## config.mk

```make
export PLATFORM = sky130hd
export DESIGN_NAME = ptx_cordic
export DESIGN_NICKNAME = d
export VERILOG_FILES = /design/src/ptx_pkg.sv /design/src/ptx_cordic.sv
export SDC_FILE = /design/constraint.sdc
export NUM_CORES = 1
export LEC_CHECK = 0
export ABC_AREA = 1
export BUFFER_PORTS_ARGS = -buffer_cell sky130_fd_sc_hd__buf_2
export CAP_MARGIN = 15
export CORE_MARGIN = 10
export CORE_UTILIZATION = 33
export DETAILED_ROUTE_END_ITERATION = 6
export PLACE_DENSITY = 0.53
export SKIP_LAST_GASP = 1
export SLEW_MARGIN = 10
export SYNTH_ARGS = -nofsm -noshare
export SYNTH_HDL_FRONTEND = slang
export SYNTH_SLANG_ARGS = --single-unit
```

## constraint.sdc

```tcl
create_clock -name clk -period 6.6 [get_ports clk]
set_input_delay 0 -clock clk [delete_from_list [all_inputs] [get_ports clk]]
set_output_delay 0 -clock clk [all_outputs]
set_load 0.02 [all_outputs]
```

## src/ptx_pkg.sv

```systemverilog
package ptx_pkg;

	localparam int CORDIC_ITERS = 24;
	localparam int ITER_W = $clog2(CORDIC_ITERS + 1);
	localparam logic signed [32:0] CORDIC_GAIN = 33'sd652032874;

	typedef enum logic [2:0] {
		REG_ROT = 3'd0,
		REG_CX  = 3'd1,
		REG_CY  = 3'd2,
		REG_CZ  = 3'd3,
		REG_SX  = 3'd4,
		REG_SY  = 3'd5,
		REG_SZ  = 3'd6
	} reg_idx_t;

	// atan(2^-i), 2^32 per full turn
	function automatic logic signed [33:0] atan_turn(input logic [ITER_W-1:0] i);
		logic signed [33:0] r;
		case (i)
			5'd0:  r = 34'sd536870912;
			5'd1:  r = 34'sd316933406;
			5'd2:  r = 34'sd167458907;
			5'd3:  r = 34'sd85004756;
			5'd4:  r = 34'sd42667331;
			5'd5:  r = 34'sd21354465;
			5'd6:  r = 34'sd10679838;
			5'd7:  r = 34'sd5340245;
			5'd8:  r = 34'sd2670163;
			5'd9:  r = 34'sd1335087;
			5'd10: r = 34'sd667544;
			5'd11: r = 34'sd333772;
			5'd12: r = 34'sd166886;
			5'd13: r = 34'sd83443;
			5'd14: r = 34'sd41722;
			5'd15: r = 34'sd20861;
			5'd16: r = 34'sd10430;
			5'd17: r = 34'sd5215;
			5'd18: r = 34'sd2608;
			5'd19: r = 34'sd1304;
			5'd20: r = 34'sd652;
			5'd21: r = 34'sd326;
			5'd22: r = 34'sd163;
			5'd23: r = 34'sd81;
			default: r = '0;
		endcase
		return r;
	endfunction

endpackage

```

## src/ptx_cordic.sv

```systemverilog
module ptx_cordic #(
	parameter int AW = 16,
	parameter int TF = 28
) (
	input  logic                 clk,
	input  logic                 arst_n,
	input  logic                 start,
	input  logic [AW-1:0]        angle,
	output logic                 busy,
	output logic                 zero,
	output logic signed [TF+1:0] sin_o,
	output logic signed [TF+1:0] cos_o
);
	import ptx_pkg::*;

	localparam int RS = 30 - TF;

	logic [31:0]              u;
	logic                     neg;
	logic signed [33:0]       z0;
	logic signed [32:0]       x_q, y_q;
	logic signed [33:0]       z_q;
	logic                     neg_q;
	logic [ITER_W-1:0]        cnt_q, i_q;
	logic signed [32:0]       dx, dy;
	logic signed [33:0]       xf, yf, xr, yr;

	assign u   = {angle, {(32-AW){1'b0}}};
	assign neg = u[31] ^ u[30];
	assign z0  = {{2{u[31] ^ neg}}, u[31] ^ neg, u[30:0]};
	assign dx  = y_q >>> i_q;
	assign dy  = x_q >>> i_q;
	assign busy = (cnt_q != '0);
	assign zero = (angle == '0);

	always_ff @(posedge clk or negedge arst_n) begin
		if (!arst_n) begin
			cnt_q <= '0;
			i_q   <= '0;
		end else if (start) begin
			cnt_q <= ITER_W'(CORDIC_ITERS);
			i_q   <= '0;
		end else if (busy) begin
			cnt_q <= cnt_q - 1'b1;
			i_q   <= i_q + 1'b1;
		end
	end

	always_ff @(posedge clk) begin
		if (start) begin
			x_q   <= CORDIC_GAIN;
			y_q   <= '0;
			z_q   <= z0;
			neg_q <= neg;
		end else if (busy) begin
			if (!z_q[33]) begin
				x_q <= x_q - dx;
				y_q <= y_q + dy;
				z_q <= z_q - atan_turn(i_q);
			end else begin
				x_q <= x_q + dx;
				y_q <= y_q - dy;
				z_q <= z_q + atan_turn(i_q);
			end
		end
	end

	assign xf = neg_q ? -34'(x_q) : 34'(x_q);
	assign yf = neg_q ? -34'(y_q) : 34'(y_q);

	generate
		if (RS == 0) begin : g_norm
			assign xr = xf;
			assign yr = yf;
		end else begin : g_round
			assign xr = (xf + (34'sd1 <<< (RS - 1))) >>> RS;
			assign yr = (yf + (34'sd1 <<< (RS - 1))) >>> RS;
		end
	endgenerate

	assign cos_o = xr[TF+1:0];
	assign sin_o = yr[TF+1:0];
endmodule

```

# Yosys cells after proc, flatten, opt, wreduce, memory -nomap -nowiden
# Memories as Yosys holds them, arrays and structs flattened.
# Index checks and enable logic that the tools add are counted.
# totals
regBits,111
rom_bits,1920
inputBits,19
out_inout_bits,62
n_memories,2
# classes
n_addsub,12
shifts,2
muxes,17
bitwise,2
reduce_logical,3
# mem_list
name,words,width,read_ports,rd_clocked_by_memory_dff,write_ports,line,source
(no name shown),32,30,1,0,0,ptx_pkg.sv:20,case (i)
(no name shown),32,30,1,0,0,ptx_pkg.sv:20,
# op_table
operator,n
2-to-1 mux 34 bit,9
adder 33 bit,2
2-to-1 mux 33 bit,2
>>> shifter 33 x 5 -> 33 bit,2
subtractor 33 bit,2
"adder 32 x 3 -> 32 bit, second input constant",2
2-to-1 mux 32 bit,2
negation 32 bit,2
adder 34 bit,1
subtractor 34 bit,1
2-to-1 mux 5 bit,4
zero test 16 bit,1
"adder 5 x 1 -> 5 bit, second input constant",1
nonzero test 5 bit,1
"subtractor 5 x 1 -> 5 bit, second input constant",1
nonzero test 2 bit,1
XOR 1 bit,2

# Logic depth before layout (Yosys ltp)
# Gate-level depths: netlist of run 1.
# An unclocked memory read counts as a cell.
# logic_depth
word_depth,8
depth_mapped,35
depth_no_buf,34

# Least setup slack after synthesis of run 1
# No wires, ideal clock.
# synth_path
path_kind,register to register
from,register i_q[0]
to,register z_q[27] (data pin)
setup_ns,0.260
arrival_ns,4.346
required_ns,6.340
slack_ns,1.993
stages_incl_launch_ff,32
path_buffers,2
period_less_slack_ns,4.607
cell_sequence,dfrtp_1 > inv_2 > buf_4 > buf_4 > ha_1 > nor2_1 > inv_2 > nand3_1 > o21ai_1 > a32oi_2 > ha_1 > inv_1 > nor3_4 > nand2_1 > nor2_2 > nand3_2 > nor2_2 > nor2_1 > xor2_1 > inv_1 > ha_1 > nand2_1 > o21a_1 > a21boi_0 > o21ai_0 > a21oi_1 > o21bai_1 > nand2_1 > nand2_1 > nand2_1 > nand2_1 > o21ai_0
# synth_between
elab_chain_len,8
elab_cells_between_ends,13
cone_classes,add/sub: 2; mux: 9; memory: 2
# synth_rtl
item,line,source
from (decl),ptx_cordic.sv:24,"logic [ITER_W-1:0] cnt_q, i_q;"
from (signal assigned),ptx_cordic.sv:45,i_q <= i_q + 1'b1;
memory (32 x 30 bit),--,
2-to-1 mux 34 bit,ptx_cordic.sv:56,if (!z_q[33]) begin
2-to-1 mux 34 bit,ptx_cordic.sv:55,end else if (busy) begin
2-to-1 mux 34 bit,ptx_cordic.sv:50,if (start) begin
subtractor 34 bit or adder 34 bit (tied branches),"ptx_cordic.sv:59, ptx_cordic.sv:63",
2-to-1 mux 34 bit *,ptx_cordic.sv:56,
2-to-1 mux 34 bit *,ptx_cordic.sv:55,
2-to-1 mux 34 bit *,ptx_cordic.sv:50,
to (signal assigned),ptx_cordic.sv:53,z_q <= z0;
to (signal assigned),ptx_cordic.sv:59,z_q <= z_q - atan_turn(i_q);
to (signal assigned),ptx_cordic.sv:63,z_q <= z_q + atan_turn(i_q);
to (decl),ptx_cordic.sv:22,logic signed [33:0] z_q;
# Every way passes the cells marked *; elsewhere a longest branch is shown, timed or not. The select of a mux whose other input is x is not followed.
# A chain may end at the register's enable or synchronous reset.

# Final worst setup path of run 1
# layout_path
from,register i_q[2]
to,register x_q[28]
# layout_between
elab_chain_len,3
elab_cells_between_ends,4
cone_classes,add/sub: 2; shift: 1; mux: 1
# layout_rtl
item,line,source
>>> shifter 33 x 5 -> 33 bit *,ptx_cordic.sv:31,assign dx = y_q >>> i_q;
subtractor 33 bit or adder 33 bit (tied branches),"ptx_cordic.sv:57, ptx_cordic.sv:61",
2-to-1 mux 33 bit *,ptx_cordic.sv:56,
to (signal assigned),ptx_cordic.sv:57,x_q <= x_q - dx;
to (signal assigned),ptx_cordic.sv:61,x_q <= x_q + dx;
to (decl),ptx_cordic.sv:21,"logic signed [32:0] x_q, y_q;"
# Every way passes the cells marked *; elsewhere a longest branch is shown, timed or not.

==> results.toml, run 1 <==
[yosys]
yosysSeqAreaShare_pct = 13.11
synthFlopType = "dfxtp_1"
async_flop_share_pct = 9.009
synthCells = 3252
synth.avg_cell_area_um2 = 5.777
synth_seq_cells = 111
syn-cell-area_mm2 = 0.01879
yosys_warnings = 0
synth_edf_count = 19
synthDistinctLibCells = 66
synth_fp_nets = 3389

[sta]
rsz0062_at_grt = "no"
slew_headroom_pct = 44.23
max_freq_mhz = 179.2
timing.final.crit_period_ps = 5579
whs_ps = 39.70
fin_crit_sh_pct = 84.53
tightest_slew_ps = 836.6
setup_viol = 0
tns_ps = 0
final_max_slew_viol_count = 0
skew_ps = 18.05
finalHoldViolCount = 0

[finish]
fin_nets = 3410
layout-drive-gt1-share_pct = 6.498
areaGrowthSynthToFinish_pct = 7.753

[route]
drc = 0
routed.top_layer = "met4"
drt_first_pass_iters = 6
final_antenna_net_count = 0
met1_length_um = 33550
vias = 21270
wirelength_um = 73070
wl_met2_um = 33080
drt_iter0_drc = 1620
met3_length_um = 4346
routedWlPerCell_um = 18.11
detail_route.vias_per_cell = 5.271

[place]
dp.final_hpwl_um = 59280
gp_congestion = 0.9843
io_buffers = 80

[critical_path]
crit_arrival_ps = 5850
end_kind = "flip-flop"
start_kind = "flip-flop"
worstSetupPathType = "flip-flop to flip-flop"
crit_required_ps = 6870
crit_fanout = 66

[power_and_ir_drop]
p_leak_nw = 9.874
ir_drop_v = 0.0002296
power.density_mw_per_mm2 = 620.8

[clock_tree]
cts_max_path_buffers = 2
numCtsBuffers = 9
clock-sinks = 111
clock-root-buffer = "clkbuf_16"
htree_levels = 3
cts.reportedPaths.clkPinSlew_ps = 100
cts_tree = "done"
clkLatencyLatePin_ps = 420

[outcome]
outcome = "finished, final reports clean"

[die]
core_area_mm2 = 0.05639
rows = 87
start_util_pct = 33.32
die_h_um = 258.6
die_w_um = 258.6
ioPinCount = 81
dieArea_mm2 = 0.06687

[hold_path]
hp-class = "primary input to flip-flop"

[global_routing]
gr-total-overflow = 0
antenna_found_initial = 1
grt_pass1_wl_um = 114100
grtUsageTotal_pct = 21.35
grt_max_degree = 78
grt_pass1_vias = 20100

[flow_run]
maxCapViolations = 0
sequential cells by signal, indices dropped and copies added, names as in the netlist:
signal	cells
x_q	33
z_q	34
y_q	33
i_q	5
cnt_q	5
neg_q	1
final cells by class:
| cell class | count | area (µm²) |
|---|---|---|
| multi-input combinational | 2657 | 14310 |
| clock inverter | 7 | 101.3 |
| timing repair buffer | 126 | 803.3 |
| inverter | 368 | 1384 |
| clock buffer | 9 | 225.2 |
| antenna | 1 | 2.502 |
| sequential | 111 | 2467 |
| tap | 756 | 945.9 |
| fill | 6492 | 36140 |
per-stage QoR:
step	setup WS, ps	instance area (µm²)	power, W	std cells	utilization [%]
2_1_floorplan	1993	18790	0.008985	3252	-
3_3_place_gp	1052	19730	0.01182	4000	35.00
3_5_place_dp	1135	19730	0.01176	4000	35.00
4_1_cts	1067	20240	0.01249	4034	35.89
5_1_grt	511.4	20240	0.01394	4034	35.89
6_report	1021	20240	0.01257	4035	35.90
synthesized netlist by cell type (15+ instances only):
cell | instances | area share, %
a21oi_1 | 172 | 4.6
a31oi_1 | 24 | 0.80
buf_2 | 38 | 1.0
buf_6 | 15 | 0.90
clkbuf_1 | 40 | 0.80
dfxtp_1 | 82 | 8.7
edfxtp_1 | 19 | 3.0
ha_1 | 115 | 7.7
inv_1 | 354 | 7.1
nand2_1 | 906 | 18
nand3_1 | 402 | 11
nand4_1 | 41 | 1.4
nor2_1 | 308 | 6.2
nor2_2 | 15 | 0.50
nor3_1 | 42 | 1.1
nor4_1 | 19 | 0.63
o21ai_0 | 173 | 4.6
o22ai_1 | 40 | 1.3
xnor2_1 | 77 | 3.6
xor2_1 | 163 | 7.6
repair_timing:
item,4_1_cts,5_1_grt
gates resized for setup,0,0
hold endpoints to repair,25,0
hold buffers,18,0
setup buffers,0,0
critical path: stages, from the launching register on:
cell,delay [ps]
dfrtp_2,560
buf_4,650
nor2_1,380
nand3_1,170
nand2_1,80
nand2_1,60
nand2_1,50
inv_1,60
nand2_1,160
nor2_1,130
nand4_1,100
nor2_2,260
nand2_1,110
nor2_1,140
a21oi_1,90
xnor2_1,160
inv_1,80
ha_1,380
nand2_1,110
nor2_1,150
nand2_1,60
o21ai_0,530
nand2_1,190
o21ai_0,340
a21oi_1,160
xor2_1,160
o21ai_0,90
where the power goes:
part / internal [W] / switching [W] / total [W]
logic: 0.00353 / 0.00682 / 0.0103
clock network: 0.000338 / 0.000328 / 0.000666
registers: 0.00103 / 0.000523 / 0.00156
total: 0.00490 / 0.00767 / 0.0126
cells in the final DEF, fill, tap and decap left out, drive strengths merged, types with 8 or more instances in the layout:
cell / count
nand3: 408
clkbuf: 9
nor2: 332
inv: 370
xnor2: 77
edfxtp: 19
a31oi: 24
ha: 115
a21oi: 174
dfxtp: 82
nor3: 53
nand2: 916
xor2: 165
o22ai: 40
o31ai: 9
o21a: 8
dlygate4sd3: 18
nand4: 41
a21boi: 9
dfrtp: 10
nor4: 21
buf: 108
o21bai: 10
o21ai: 194
logic make-up after synthesis:
kind of cell | synth area share [%]
AO/OA/AOI/OAI | 15.35
XOR/XNOR | 11.36
adder cells (fa/ha/maj) | 7.979
buffers and inverters | 10.76
flip-flops | 13.11
AND/OR/NAND/NOR | 41.45
metal layers:
layer | vias up | GRT usage [%]
li1 | 10780 | -
met1 | 9767 | 28.14
met2 | 625 | 35.03
met3 | 99 | 3.275
met4 | 0 | 6.992
met5 | - | 0
path summary, 6_finish.rpt:
check	startpoint	to	slack, ps	cells past startpoint
setup / recovery	i_q[2]$_DFFE_PN0P_	x_q[28]$_SDFFE_PP0P_	1020	26
hold reg to reg	z_q[2]$_SDFFE_PP0P_	z_q[2]$_SDFFE_PP0P_	470	2
min in group asynchronous	arst_n	i_q[0]$_DFFE_PN0P_	510	3
max in group asynchronous	arst_n	i_q[2]$_DFFE_PN0P_	4890	4
setup reg to reg	i_q[2]$_DFFE_PN0P_	x_q[28]$_SDFFE_PP0P_	1020	26
hold / removal	angle[14]	z_q[30]$_DFFE_PP_	40	3
Power figures use the tool's default switching activity.
==> run 2, diff against run 1 <==
==> constraint.sdc (replaced) <==
create_clock -name clk -period 5.8 [get_ports clk]
set_input_delay 0 -clock clk [delete_from_list [all_inputs] [get_ports clk]]
set_output_delay 0 -clock clk [all_outputs]
set_load 0.02 [all_outputs]
==> results.toml, run 2 (synthesis gave the netlist of run 1 again) <==
[sta]
tightest_slew_ps = 954.0
max_freq_mhz = 188.1
fin_crit_sh_pct = 91.68
setup_slack_ps = 482.8
rsz0062_at_grt = "no"
setup_viol = 0
timing.final.crit_period_ps = 5317
slew_headroom_pct = 36.40
skew_ps = 26.35
final_max_slew_viol_count = 0
tns_ps = 0
whs_ps = 34.01
finalHoldViolCount = 0

[clock_tree]
htree_levels = 3
cts_tree = "done"
postCtsSetupBuffers = 0
numCtsBuffers = 9
clock-sinks = 111
clkLatencyLatePin_ps = 420
cts.reportedPaths.clkPinSlew_ps = 110
cts_max_path_buffers = 2
clock-root-buffer = "clkbuf_16"
cts_resized = 0

[route]
routedWlPerCell_um = 18.31
drt_iter0_drc = 1717
final_antenna_net_count = 0
detail_route.vias_per_cell = 5.321
drc = 0
vias = 21530
drt_first_pass_iters = 5
wirelength_um = 74090

[finish]
fin_nets = 3423
largest_reg_flops = 34
n_antenna_cell = 0
layout_common_cells = "nand2_1, nand3_1, inv_1"
final_common_cell = "nand2_1"
fillers = 6465
areaGrowthSynthToFinish_pct = 8.439
largest_register = "z_q"
layout-drive-gt1-share_pct = 6.928
final_util_pct = 36.13
final_area_mm2 = 0.02037
reg_top3 = "z_q x34, x_q x33, y_q x33"

[place]
place_area_mm2 = 0.01991
io_buffers = 80
dp_slack_ps = 586.9
dp.final_hpwl_um = 59360
gp_congestion = 0.9756

[global_routing]
gr-total-overflow = 0
grtUsageTotal_pct = 21.55
grt_pass1_vias = 20470
antenna_found_initial = 1
grt_pass1_wl_um = 115800
grt_max_degree = 78

[power_and_ir_drop]
p_leak_nw = 9.946
power.density_mw_per_mm2 = 703.0
ir_drop_v = 0.0003574

[die]
rows = 87
die_h_um = 258.6
ioPinCount = 81
dieArea_mm2 = 0.06687
start_util_pct = 33.32
die_w_um = 258.6
core_area_mm2 = 0.05639

[hold_path]
hp-class = "primary input to async pin"

[critical_path]
path_buf_inv = 5
end_kind = "flip-flop"
crit_required_ps = 6060
critical_path.max_stage_delay_ps = 510
critPathSlowestCell = "o21ai_0"
cpMostUsedCell = "nand2_1"
start_kind = "flip-flop"
crit_fanout = 19
crit_family = "simple AND/OR/NAND/NOR gates"
crit_arrival_ps = 5580
worstSetupPathType = "flip-flop to flip-flop"

[outcome]
outcome = "finished, final reports clean"

[flow_run]
maxCapViolations = 0
run 2: worst paths after layout:
path	cells past startpoint	from	slack, ps	end
setup / recovery	27	i_q[0]$_DFFE_PN0P_	480	x_q[28]$_SDFFE_PP0P_
hold / removal	2	arst_n	30	i_q[3]$_DFFE_PN0P_
setup reg to reg	27	i_q[0]$_DFFE_PN0P_	480	x_q[28]$_SDFFE_PP0P_
hold reg to reg	2	z_q[4]$_SDFFE_PP0P_	480	z_q[4]$_SDFFE_PP0P_
max in group asynchronous	2	arst_n	5440	i_q[4]$_DFFE_PN0P_
min in group clk	1	start	120	neg_q$_DFFE_PP_
run 2: repair_timing:
action,CTS,global route
hold buffers,17,0
endpoints found under the hold margin,26,0
setup endpoints to repair,0,0
run 2: area by class of cell:
class / instances / area, µm² / share of cell area (%)
inverter: 368 / 1384 / 6.793
clock buffer: 9 / 225.2 / 1.106
multi-input combinational: 2657 / 14310 / 70.26
timing repair buffer: 139 / 973.4 / 4.779
tap: 756 / 945.9 / 4.643
clock inverter: 7 / 62.56 / 0.3071
sequential: 111 / 2467 / 12.11
run 2: stage by stage:
stage	total power, W	std cells
final	0.01432	4047
after global routing	0.01588	4047
after CTS	0.01419	4047
after detailed placement	0.01344	4014
after global placement	0.01349	4014
after floorplan	0.01022	3252
run 2: per-layer routing:
layer	vias up	share of wire (%)	GRT usage, %
met5	-	0.018	0
met4	2	3.3	7.678
met3	123	5.6	2.352
met2	709	45	35.44
met1	9896	46	28.71
li1	10800	-	-
run 2: where the power goes:
part	internal (W)	leakage, nW	switching, W	total, W
registers	0.00118	1.01	0.000599	0.00178
clock network	0.000302	0.140	0.000386	0.000688
logic	0.00407	8.80	0.00779	0.0119
total	0.00555	9.95	0.00877	0.0143
